## config.mk

```make
export PLATFORM = sky130hd
export DESIGN_NAME = tlb_page_table_translator_top
export DESIGN_NICKNAME = d
export VERILOG_FILES = /design/src/hdl/tpt_pkg.sv /design/src/hdl/tpt_ctrl.sv /design/src/hdl/tpt_tlb.sv /design/src/hdl/tpt_datapath.sv /design/src/hdl/tlb_page_table_translator_top.sv
export SDC_FILE = /design/constraint.sdc
export NUM_CORES = 2
export LEC_CHECK = 0
export ABC_CLOCK_PERIOD_IN_PS = 28900
export BUFFER_PORTS_ARGS = -buffer_cell sky130_fd_sc_hd__buf_2
export CAP_MARGIN = 0
export CORE_MARGIN = 4
export CORE_UTILIZATION = 45
export CTS_CLUSTER_DIAMETER = 100
export DETAILED_ROUTE_END_ITERATION = 12
export PLACE_DENSITY_LB_ADDON = 0.25
export SLEW_MARGIN = 20
export SYNTH_ARGS = -nofsm -noshare
export SYNTH_HDL_FRONTEND = slang
export SYNTH_SLANG_ARGS = --single-unit
```

## constraint.sdc

```tcl
create_clock -name clk -period 28.9 [get_ports clk]
set_input_delay 0 -clock clk [delete_from_list [all_inputs] [get_ports clk]]
set_output_delay 0 -clock clk [all_outputs]
set_load 0.01 [all_outputs]
```

## src/hdl/tpt_pkg.sv

```systemverilog
// ----------------------------------------------------------------------------
// tpt_pkg
// Shared widths, parameter defaults and controller/datapath interface types
// for the TLB and page-table address translator.
// ----------------------------------------------------------------------------
package tpt_pkg;

    localparam int ADDR_W  = 16;
    localparam int FRAME_W = 8;
    localparam int FREE_W  = 9;
    localparam int COUNT_W = 32;

    localparam int TLB_ENTRIES_DEF = 16;
    localparam int PAGE_COUNT_DEF  = 256;
    localparam int PAGE_BYTES_DEF  = 256;

    typedef struct packed {
        logic clear_step;
        logic accept;
        logic commit;
    } tpt_cmd_t;

    typedef struct packed {
        logic clear_last;
    } tpt_status_t;

endpackage

```

## src/hdl/tpt_ctrl.sv

```systemverilog
// ----------------------------------------------------------------------------
// tpt_ctrl
// Sequencer: page-table clearing pass, input acceptance, commit and the
// result valid flag.
// ----------------------------------------------------------------------------
module tpt_ctrl
    import tpt_pkg::*;
(
    input  logic        clk,
    input  logic        rst_n,
    input  logic        addr_valid,
    output logic        addr_stall,
    output logic        xlat_valid,
    input  logic        xlat_stall,
    input  tpt_status_t status,
    output tpt_cmd_t    cmd
);

    localparam logic [1:0] ST_CLEAR = 2'd0;
    localparam logic [1:0] ST_IDLE  = 2'd1;
    localparam logic [1:0] ST_EXEC  = 2'd2;

    logic [1:0] state_reg;
    logic [1:0] state_next;
    logic       out_valid_reg;
    logic       out_valid_next;

    always_comb
    begin
        state_next     = state_reg;
        cmd            = '0;
        out_valid_next = out_valid_reg & xlat_stall;
        unique case (state_reg)
            ST_CLEAR:
            begin
                cmd.clear_step = 1'b1;
                if (status.clear_last)
                begin
                    state_next = ST_IDLE;
                end
            end
            ST_IDLE:
            begin
                if (addr_valid)
                begin
                    cmd.accept = 1'b1;
                    state_next = ST_EXEC;
                end
            end
            ST_EXEC:
            begin
                // hold while a stalled result still occupies the output
                if (!out_valid_reg || !xlat_stall)
                begin
                    cmd.commit     = 1'b1;
                    out_valid_next = 1'b1;
                    state_next     = ST_IDLE;
                end
            end
            default:
            begin
                state_next = ST_CLEAR;
            end
        endcase
    end

    always_ff @(posedge clk or negedge rst_n)
    begin
        if (!rst_n)
        begin
            state_reg     <= ST_CLEAR;
            out_valid_reg <= 1'b0;
        end
        else
        begin
            state_reg     <= state_next;
            out_valid_reg <= out_valid_next;
        end
    end

    assign addr_stall = (state_reg != ST_IDLE);
    assign xlat_valid = out_valid_reg;

endmodule

```

## src/hdl/tpt_tlb.sv

```systemverilog
// ----------------------------------------------------------------------------
// tpt_tlb
// Fully associative TLB kept in LRU order: entry 0 is the oldest. Parallel
// lookup over the valid entries; an update removes the hit (or the oldest
// entry when full) and appends the page at the newest position.
// ----------------------------------------------------------------------------
module tpt_tlb
    import tpt_pkg::*;
#(
    parameter int TLB_ENTRIES = TLB_ENTRIES_DEF,
    parameter int PAGE_W      = 8
)
(
    input  logic               clk,
    input  logic               rst_n,
    input  logic [PAGE_W-1:0]  lookup_page,
    output logic               hit,
    output logic [FRAME_W-1:0] hit_frame,
    input  logic               upd,
    input  logic [FRAME_W-1:0] upd_frame
);

    localparam int FILL_W = $clog2(TLB_ENTRIES + 1);
    localparam logic [FILL_W-1:0] FULL = FILL_W'(TLB_ENTRIES);

    logic [PAGE_W-1:0]  pages_reg  [TLB_ENTRIES];
    logic [FRAME_W-1:0] frames_reg [TLB_ENTRIES];
    logic [FILL_W-1:0]  fill_reg;
    logic [FILL_W-1:0]  fill_next;
    logic [TLB_ENTRIES-1:0] match;
    logic [FILL_W-1:0]  found;
    logic               full;
    logic [FILL_W-1:0]  rm_pos;
    logic [FILL_W-1:0]  new_pos;

    always_comb
    begin
        for (int i = 0; i < TLB_ENTRIES; i++)
        begin
            match[i] = (FILL_W'(i) < fill_reg) && (pages_reg[i] == lookup_page);
        end
    end

    // lowest matching index wins
    always_comb
    begin
        hit       = 1'b0;
        found     = '0;
        hit_frame = '0;
        for (int i = TLB_ENTRIES - 1; i >= 0; i--)
        begin
            if (match[i])
            begin
                hit       = 1'b1;
                found     = FILL_W'(i);
                hit_frame = frames_reg[i];
            end
        end
    end

    assign full    = (fill_reg == FULL);
    assign rm_pos  = hit ? found : (full ? '0 : fill_reg);
    assign new_pos = (hit || full) ? (fill_reg - 1'b1) : fill_reg;

    always_comb
    begin
        fill_next = fill_reg;
        if (upd && !hit && !full)
        begin
            fill_next = fill_reg + 1'b1;
        end
    end

    always_ff @(posedge clk or negedge rst_n)
    begin
        if (!rst_n)
        begin
            fill_reg <= '0;
        end
        else
        begin
            fill_reg <= fill_next;
        end
    end

    for (genvar g = 0; g < TLB_ENTRIES; g++)
    begin : g_entry
        if (g < TLB_ENTRIES - 1)
        begin : g_shift
            always_ff @(posedge clk)
            begin
                if (upd)
                begin
                    if (FILL_W'(g) == new_pos)
                    begin
                        pages_reg[g]  <= lookup_page;
                        frames_reg[g] <= upd_frame;
                    end
                    else if (FILL_W'(g) >= rm_pos && FILL_W'(g) < new_pos)
                    begin
                        pages_reg[g]  <= pages_reg[g+1];
                        frames_reg[g] <= frames_reg[g+1];
                    end
                end
            end
        end
        else
        begin : g_top
            always_ff @(posedge clk)
            begin
                if (upd && FILL_W'(g) == new_pos)
                begin
                    pages_reg[g]  <= lookup_page;
                    frames_reg[g] <= upd_frame;
                end
            end
        end
    end

endmodule

```

## src/hdl/tpt_datapath.sv

```systemverilog
// ----------------------------------------------------------------------------
// tpt_datapath
// Address split, page-table memory with registered read, TLB, frame
// allocation, saturating counters and result registers.
// ----------------------------------------------------------------------------
module tpt_datapath
    import tpt_pkg::*;
#(
    parameter int TLB_ENTRIES = TLB_ENTRIES_DEF,
    parameter int PAGE_COUNT  = PAGE_COUNT_DEF,
    parameter int PAGE_BYTES  = PAGE_BYTES_DEF
)
(
    input  logic               clk,
    input  logic               rst_n,
    input  tpt_cmd_t           cmd,
    output tpt_status_t        status,
    input  logic [ADDR_W-1:0]  logical_address,
    output logic [ADDR_W-1:0]  physical_address,
    output logic [FRAME_W-1:0] frame_number,
    output logic               tlb_hit,
    output logic               page_fault,
    output logic [COUNT_W-1:0] hits_total,
    output logic [COUNT_W-1:0] faults_total
);

    localparam int PAGE_W   = $clog2(PAGE_COUNT);
    localparam int OFFSET_W = $clog2(PAGE_BYTES);
    localparam logic [PAGE_W-1:0] LAST_PAGE = PAGE_W'(PAGE_COUNT - 1);

    logic [FRAME_W:0]     pt_mem [PAGE_COUNT];
    logic [FRAME_W:0]     rd_data_reg;
    logic [PAGE_W-1:0]    clear_idx_reg;
    logic [PAGE_W-1:0]    page_reg;
    logic [OFFSET_W-1:0]  offset_reg;
    logic [ADDR_W-1:0]    addr_shift;
    logic [PAGE_W-1:0]    in_page;
    logic [FREE_W-1:0]    next_free_reg;
    logic [COUNT_W-1:0]   hit_cnt_reg;
    logic [COUNT_W-1:0]   fault_cnt_reg;
    logic [ADDR_W-1:0]    phys_reg;
    logic [FRAME_W-1:0]   frame_reg;
    logic                 hit_reg;
    logic                 fault_reg;
    logic                 tlb_hit_now;
    logic [FRAME_W-1:0]   tlb_frame;
    logic                 present;
    logic                 fault;
    logic [FRAME_W-1:0]   frame;

    assign addr_shift = logical_address >> OFFSET_W;
    assign in_page    = addr_shift[PAGE_W-1:0];

    assign status.clear_last = (clear_idx_reg == LAST_PAGE);

    tpt_tlb #(
        .TLB_ENTRIES (TLB_ENTRIES),
        .PAGE_W      (PAGE_W)
    ) u_tlb (
        .clk         (clk),
        .rst_n       (rst_n),
        .lookup_page (page_reg),
        .hit         (tlb_hit_now),
        .hit_frame   (tlb_frame),
        .upd         (cmd.commit),
        .upd_frame   (frame)
    );

    assign present = rd_data_reg[FRAME_W];
    assign fault   = !tlb_hit_now && !present;

    always_comb
    begin
        priority if (tlb_hit_now)
        begin
            frame = tlb_frame;
        end
        else if (present)
        begin
            frame = rd_data_reg[FRAME_W-1:0];
        end
        else
        begin
            frame = next_free_reg[FRAME_W-1:0];
        end
    end

    // page table: one write port (clear or allocate), one registered read
    always_ff @(posedge clk)
    begin
        if (cmd.clear_step)
        begin
            pt_mem[clear_idx_reg] <= '0;
        end
        else if (cmd.commit && fault)
        begin
            pt_mem[page_reg] <= {1'b1, frame};
        end
        if (cmd.accept)
        begin
            rd_data_reg <= pt_mem[in_page];
        end
    end

    always_ff @(posedge clk)
    begin
        if (cmd.accept)
        begin
            page_reg   <= in_page;
            offset_reg <= logical_address[OFFSET_W-1:0];
        end
        if (cmd.commit)
        begin
            phys_reg  <= (ADDR_W'(frame) << OFFSET_W) | ADDR_W'(offset_reg);
            frame_reg <= frame;
            hit_reg   <= tlb_hit_now;
            fault_reg <= fault;
        end
    end

    always_ff @(posedge clk or negedge rst_n)
    begin
        if (!rst_n)
        begin
            clear_idx_reg <= '0;
            next_free_reg <= '0;
            hit_cnt_reg   <= '0;
            fault_cnt_reg <= '0;
        end
        else
        begin
            if (cmd.clear_step)
            begin
                clear_idx_reg <= clear_idx_reg + 1'b1;
            end
            if (cmd.commit)
            begin
                if (tlb_hit_now && hit_cnt_reg != '1)
                begin
                    hit_cnt_reg <= hit_cnt_reg + 1'b1;
                end
                if (fault)
                begin
                    next_free_reg <= next_free_reg + 1'b1;
                    if (fault_cnt_reg != '1)
                    begin
                        fault_cnt_reg <= fault_cnt_reg + 1'b1;
                    end
                end
            end
        end
    end

    assign physical_address = phys_reg;
    assign frame_number     = frame_reg;
    assign tlb_hit          = hit_reg;
    assign page_fault       = fault_reg;
    assign hits_total       = hit_cnt_reg;
    assign faults_total     = fault_cnt_reg;

endmodule

```

## src/hdl/tlb_page_table_translator_top.sv

```systemverilog
// ----------------------------------------------------------------------------
// tlb_page_table_translator_top
// Logical-to-physical address translation through an LRU TLB backed by a
// page table with in-order frame allocation on page faults.
// ----------------------------------------------------------------------------
// Usage:
//   Input channel (addr_valid / addr_stall / logical_address): one transaction
//   carries a logical address; the page sits above the offset.
//   Output channel (xlat_valid / xlat_stall / result fields): one transaction
//   per input transaction, in order, with the physical address, the frame,
//   the hit and fault flags and saturating hit and fault totals.
//   Steps: one transaction is in flight at a time. The accept edge starts
//   the page-table memory read; the commit edge takes the registered read
//   data, resolves hit / present / fault, writes the page table on a fault,
//   updates the TLB order and loads the result register, and xlat_valid
//   rises after it. Commit waits while a stalled result holds the output.
//   A new address is accepted while an earlier result still waits on the
//   output; if the output stays stalled, the second transaction holds in the
//   commit step and addr_stall stays high until the output drains.
//   Reset: clears the TLB fill count, frame allocator and counters, then
//   runs a clearing pass over all PAGE_COUNT page-table entries (256 by
//   default), with addr_stall high throughout.
// ----------------------------------------------------------------------------
module tlb_page_table_translator_top
    import tpt_pkg::*;
#(
    parameter int TLB_ENTRIES = TLB_ENTRIES_DEF,
    parameter int PAGE_COUNT  = PAGE_COUNT_DEF,
    parameter int PAGE_BYTES  = PAGE_BYTES_DEF
)
(
    input  logic               clk,
    input  logic               rst_n,
    input  logic               addr_valid,
    output logic               addr_stall,
    input  logic [ADDR_W-1:0]  logical_address,
    output logic               xlat_valid,
    input  logic               xlat_stall,
    output logic [ADDR_W-1:0]  physical_address,
    output logic [FRAME_W-1:0] frame_number,
    output logic               tlb_hit,
    output logic               page_fault,
    output logic [COUNT_W-1:0] hits_total,
    output logic [COUNT_W-1:0] faults_total
);

    tpt_cmd_t    cmd;
    tpt_status_t status;

    // sequencer: clearing pass, accept, commit, result valid
    tpt_ctrl u_ctrl (
        .clk        (clk),
        .rst_n      (rst_n),
        .addr_valid (addr_valid),
        .addr_stall (addr_stall),
        .xlat_valid (xlat_valid),
        .xlat_stall (xlat_stall),
        .status     (status),
        .cmd        (cmd)
    );

    // translation datapath: page table, TLB, allocator, counters, results
    tpt_datapath #(
        .TLB_ENTRIES (TLB_ENTRIES),
        .PAGE_COUNT  (PAGE_COUNT),
        .PAGE_BYTES  (PAGE_BYTES)
    ) u_datapath (
        .clk              (clk),
        .rst_n            (rst_n),
        .cmd              (cmd),
        .status           (status),
        .logical_address  (logical_address),
        .physical_address (physical_address),
        .frame_number     (frame_number),
        .tlb_hit          (tlb_hit),
        .page_fault       (page_fault),
        .hits_total       (hits_total),
        .faults_total     (faults_total)
    );

endmodule

```

==> metrics.md <==
| Metric | Value |
|---|---|
| Status | completed |
| NumNets Final | between 5000 and 6000 |
| Largest register FFs | between 2000 and 2500 |
| Initial antenna violation count | 18 |
| Die area | between 200000 and 300000 um^2 |
| Routed len/inst | 29.71 um |
| Top delay family on crit path | buffers and inverters |
| Largest net degree at the start of global routing | 190 |
| Slowest stage delay, CP | around 0.85 ns |
| Slew of the pin with the lowest slew margin | around 1.4 ns |
| Post-CTS Setup Inserts | 0 |
| Clock sink count | between 2000 and 3000 |
| Number of global-route vias before repair | 53560 |
| Grt peak-use layer | met2 |
| Initial DRC count | 6079 |
| Crit Path Class | reg2reg |
| Final Cycle Share | a little over a quarter |
| Fill cell instance count of the final layout | approximately 19000 |
| Yosys top cell by area | edfxtp_1 |
| Met3 GRT Util | 4.936% |
| Worst Path Required | a little under 30 ns |
| First-pass GRT wire length | about 390000 um |
| Setup TNS | 0 ns |
| Post-DP HPWL | approximately 160000 um |
| CTS Buf Count | around 300 |
| Core ar. | between 200000 and 250000 um^2 |
| Commonest non-fill, non-tap cell in the layout | edfxtp_1 |
| RSZ-0062 raised after global routing | no |
| Slowest cell on the critical path | buf_4 |
| Dpl ws | roughly 21 ns |
| CP Launch Type | flop |
| Port Buffers | between 100 and 150 |
| Netlist cell types | 92 |
| Hold-fix buffers, CTS | 29 |
| Synthesized area | 109200 um^2 |
| Peak VDD IR | around 53 uV |
| Final WL | approximately 260000 um |
| Net Count, Synth | 5286 |
| Critical Path, Cell by Cell | nor3_1, o21ai_0, nand3_1, and4_1, and4_4, inv_4, or3_1, buf_4, inv_8, buf_4, and2_4, buf_4, buf_4 |
| Prevailing post-synth register cell | edfxtp_1 |
| Chip height | between 500 and 600 um |
| Clk pin slew, worst setup/hold paths | ~0.060 ns |
| Cells after Synth | 5259 |
| Root buffer selected by CTS | clkbuf_16 |
| Crit path buffers/inverters | 6 |
| Hold WC Path Type | in2reg |
| DRT Pass-1 Iters | 6 |
| Die X | 500.6 um |
| Pleak | ~0.036 uW |
| Final setup viols | 0 |
| Fmax | between 100 and 150 MHz |
| Commonest non-fill, non-tap cells in the layout | edfxtp_1, mux4_2, nor2_1, clkbuf_16, mux2_2 |
| Top cells by area, synth | edfxtp_1, mux4_2, mux2_2, dfrtp_1, nor2_1 |
| # rows | between 150 and 200 |
| Layout cells sized above 1 | between 20% and 30% |
| Synth top area share | 71.57% |
| Ys async rst share | 3.270% |
| Seq cells post-synth | about 2700 |
| Met2 Usage GRT | 33.12% |
| Via density | around 6 |
| Setup ws final | roughly 21 ns |
| Final Hold Fails | 0 |
| Number of synthesized flops with an enable pin | ~2600 |
| Clock Tree Buf Depth | 4 |
| Initial core utilization | 45.32% |
| Routed Antenna Nets | 0 |
| Synth warn | 0 |
| GRT Resource Usage Total | 21.02% |
| Clk Latency, worst-skew pair | between 0.9 and 1 ns |
| Mapped Avg Cell Area | approximately 21 um^2 |
| Relative slew slack | under 10% |
| Shortest period the worst path allows | roughly 7.9 ns |
| Slew Limit Fails | 0 |
| Final core occ | between 50% and 60% |
| H-tree Lvls | 5 |
| CTS tree | built |
| Total grt overflow | 0 |
| Gpl congestion | around 0.85 |
| Total chip power | a little under 9000 uW |
| CP dominant cell by count | buf_4 |
| Boundary Pins | roughly 110 |
| Crit-path max FO | roughly 140 |
| Sequential area share after synthesis | 73.59% |
| Total vias in the final route | 52990 |
| Clk_skew | between 0.08 and 0.09 ns |
| Synthesis-to-layout area growth | 12.40% |
| CTS resizes | 0 |
| Pwr Density | 70.99 nW/um^2 |
| Maxcap violations | 0 |
| Critical Path Sink Type | flop |
| Met1 track demand over resource | around 30% |
| Arrival @ worst endpoint | about 8.5 ns |
| Residual DRC count | 0 |
==> synthesized netlist by cell type, types with 5 or more instances <==
master and count:
buf_4 16, inv_1 21, o22ai_1 8, mux4_2 765
or2_2 18, dfrtp_1 88, a211oi_1 11, a211o_1 5
ha_1 7, buf_1 80, and2_1 13, o211ai_1 11
or3_1 13, buf_6 15, nor2_1 344, edfxtp_1 2603
buf_2 32, nand3b_1 8, and3_1 21, xnor2_1 117
or4_1 5, a21oi_1 35, a21o_1 7, nand2_1 131
o22a_1 5, o21bai_1 8, mux2_1 9, nand3_1 59
mux2_4 10, o21ai_0 44, and4_1 11, nor4_1 28
xor2_1 89, clkbuf_1 190, mux2i_1 13, nor3_1 37
nand4_1 39, a31oi_1 8, nand2b_1 15, a221o_1 10
mux2_2 223, a41oi_1 6
==> final cells by class <==
type,count,area [um^2],area share (%)
multi-input cells,2212,27360,22.29
clock inverters,135,1186,0.9663
flip-flops and latches,2691,80370,65.47
clock buffers,363,7835,6.383
well taps,3185,3985,3.246
inverters,23,96.34,0.07849
diodes,7,17.52,0.01427
repair buffers,259,1906,1.552
==> worst register-to-register path, delay by kind of cell (launching register included) <==
kind / cells / cell delay [ns]
flip-flops: 1 / 0.66
AND/OR/NAND/NOR: 6 / 3.11
buffers and inverters: 6 / 3.51
AO/OA/AOI/OAI: 1 / 0.27
==> per-stage QoR <==
step	instance area, um^2	cells	hold WS (ns)
2_1_floorplan	109200	5259	-0.2956
3_3_place_gp	113300	8338	0.02158
3_5_place_dp	113400	8340	0.02497
4_1_cts	122700	8867	0.08310
5_1_grt	122700	8870	0.1468
6_report	122800	8875	0.1661
==> where the power goes <==
group	total, uW	leakage, uW	internal [uW]	switching [uW]
clock	3570	0.00441	2100	1460
sequential	4420	0.0228	4370	50.9
combinational	727	0.00919	228	499
==> layer usage <==
layer  share of wire [%]  vias to the layer above
li1                    -                    22170
met2                  48                     2239
met5               0.023                        -
met3                 8.1                      418
met1                  41                    28160
met4                 2.8                       10
==> path summary, 6_finish.rpt <==
path                                                                from                                       end  slack, ns  cells past startpoint
worst min-delay path                                 logical_address[10]          u_datapath.page_reg[2]$_DFFE_PP_       0.17                      2
worst max-delay path            u_datapath.u_tlb.fill_reg[2]$_DFFE_PN0P_        u_datapath.pt_mem[42][2]$_DFFE_PP_      20.97                     13
min in group asynchronous                                          rst_n     u_datapath.hits_total[28]$_DFFE_PN0P_       0.20                      4
max in group asynchronous                                          rst_n     u_datapath.hits_total[20]$_DFFE_PN0P_      28.00                      4
worst max register to register  u_datapath.u_tlb.fill_reg[2]$_DFFE_PN0P_        u_datapath.pt_mem[42][2]$_DFFE_PP_      20.97                     13
worst min register to register        u_datapath.offset_reg[3]$_DFFE_PP_  u_datapath.physical_address[3]$_DFFE_PP_       0.42                      0
==> cell families (layout without fill, tap and decap cells) <==
| logic type | count (synthesis) | after routing | synth area share [%] |
|---|---|---|---|
| AOI/OAI and AO/OA | 208 | 208 | 1.436 |
| xor gates and xnor gates | 208 | 208 | 1.682 |
| adders and majority gates | 7 | 7 | 0.08019 |
| buffers and inverters | 356 | 780 | 1.421 |
| DFF | 2691 | 2691 | 73.59 |
| muxes | 1020 | 1020 | 18.42 |
| other | 0 | 7 | 0 |
| and+or+nand+nor | 769 | 769 | 3.371 |
Note: power is estimated with default switching activity, not from simulation.
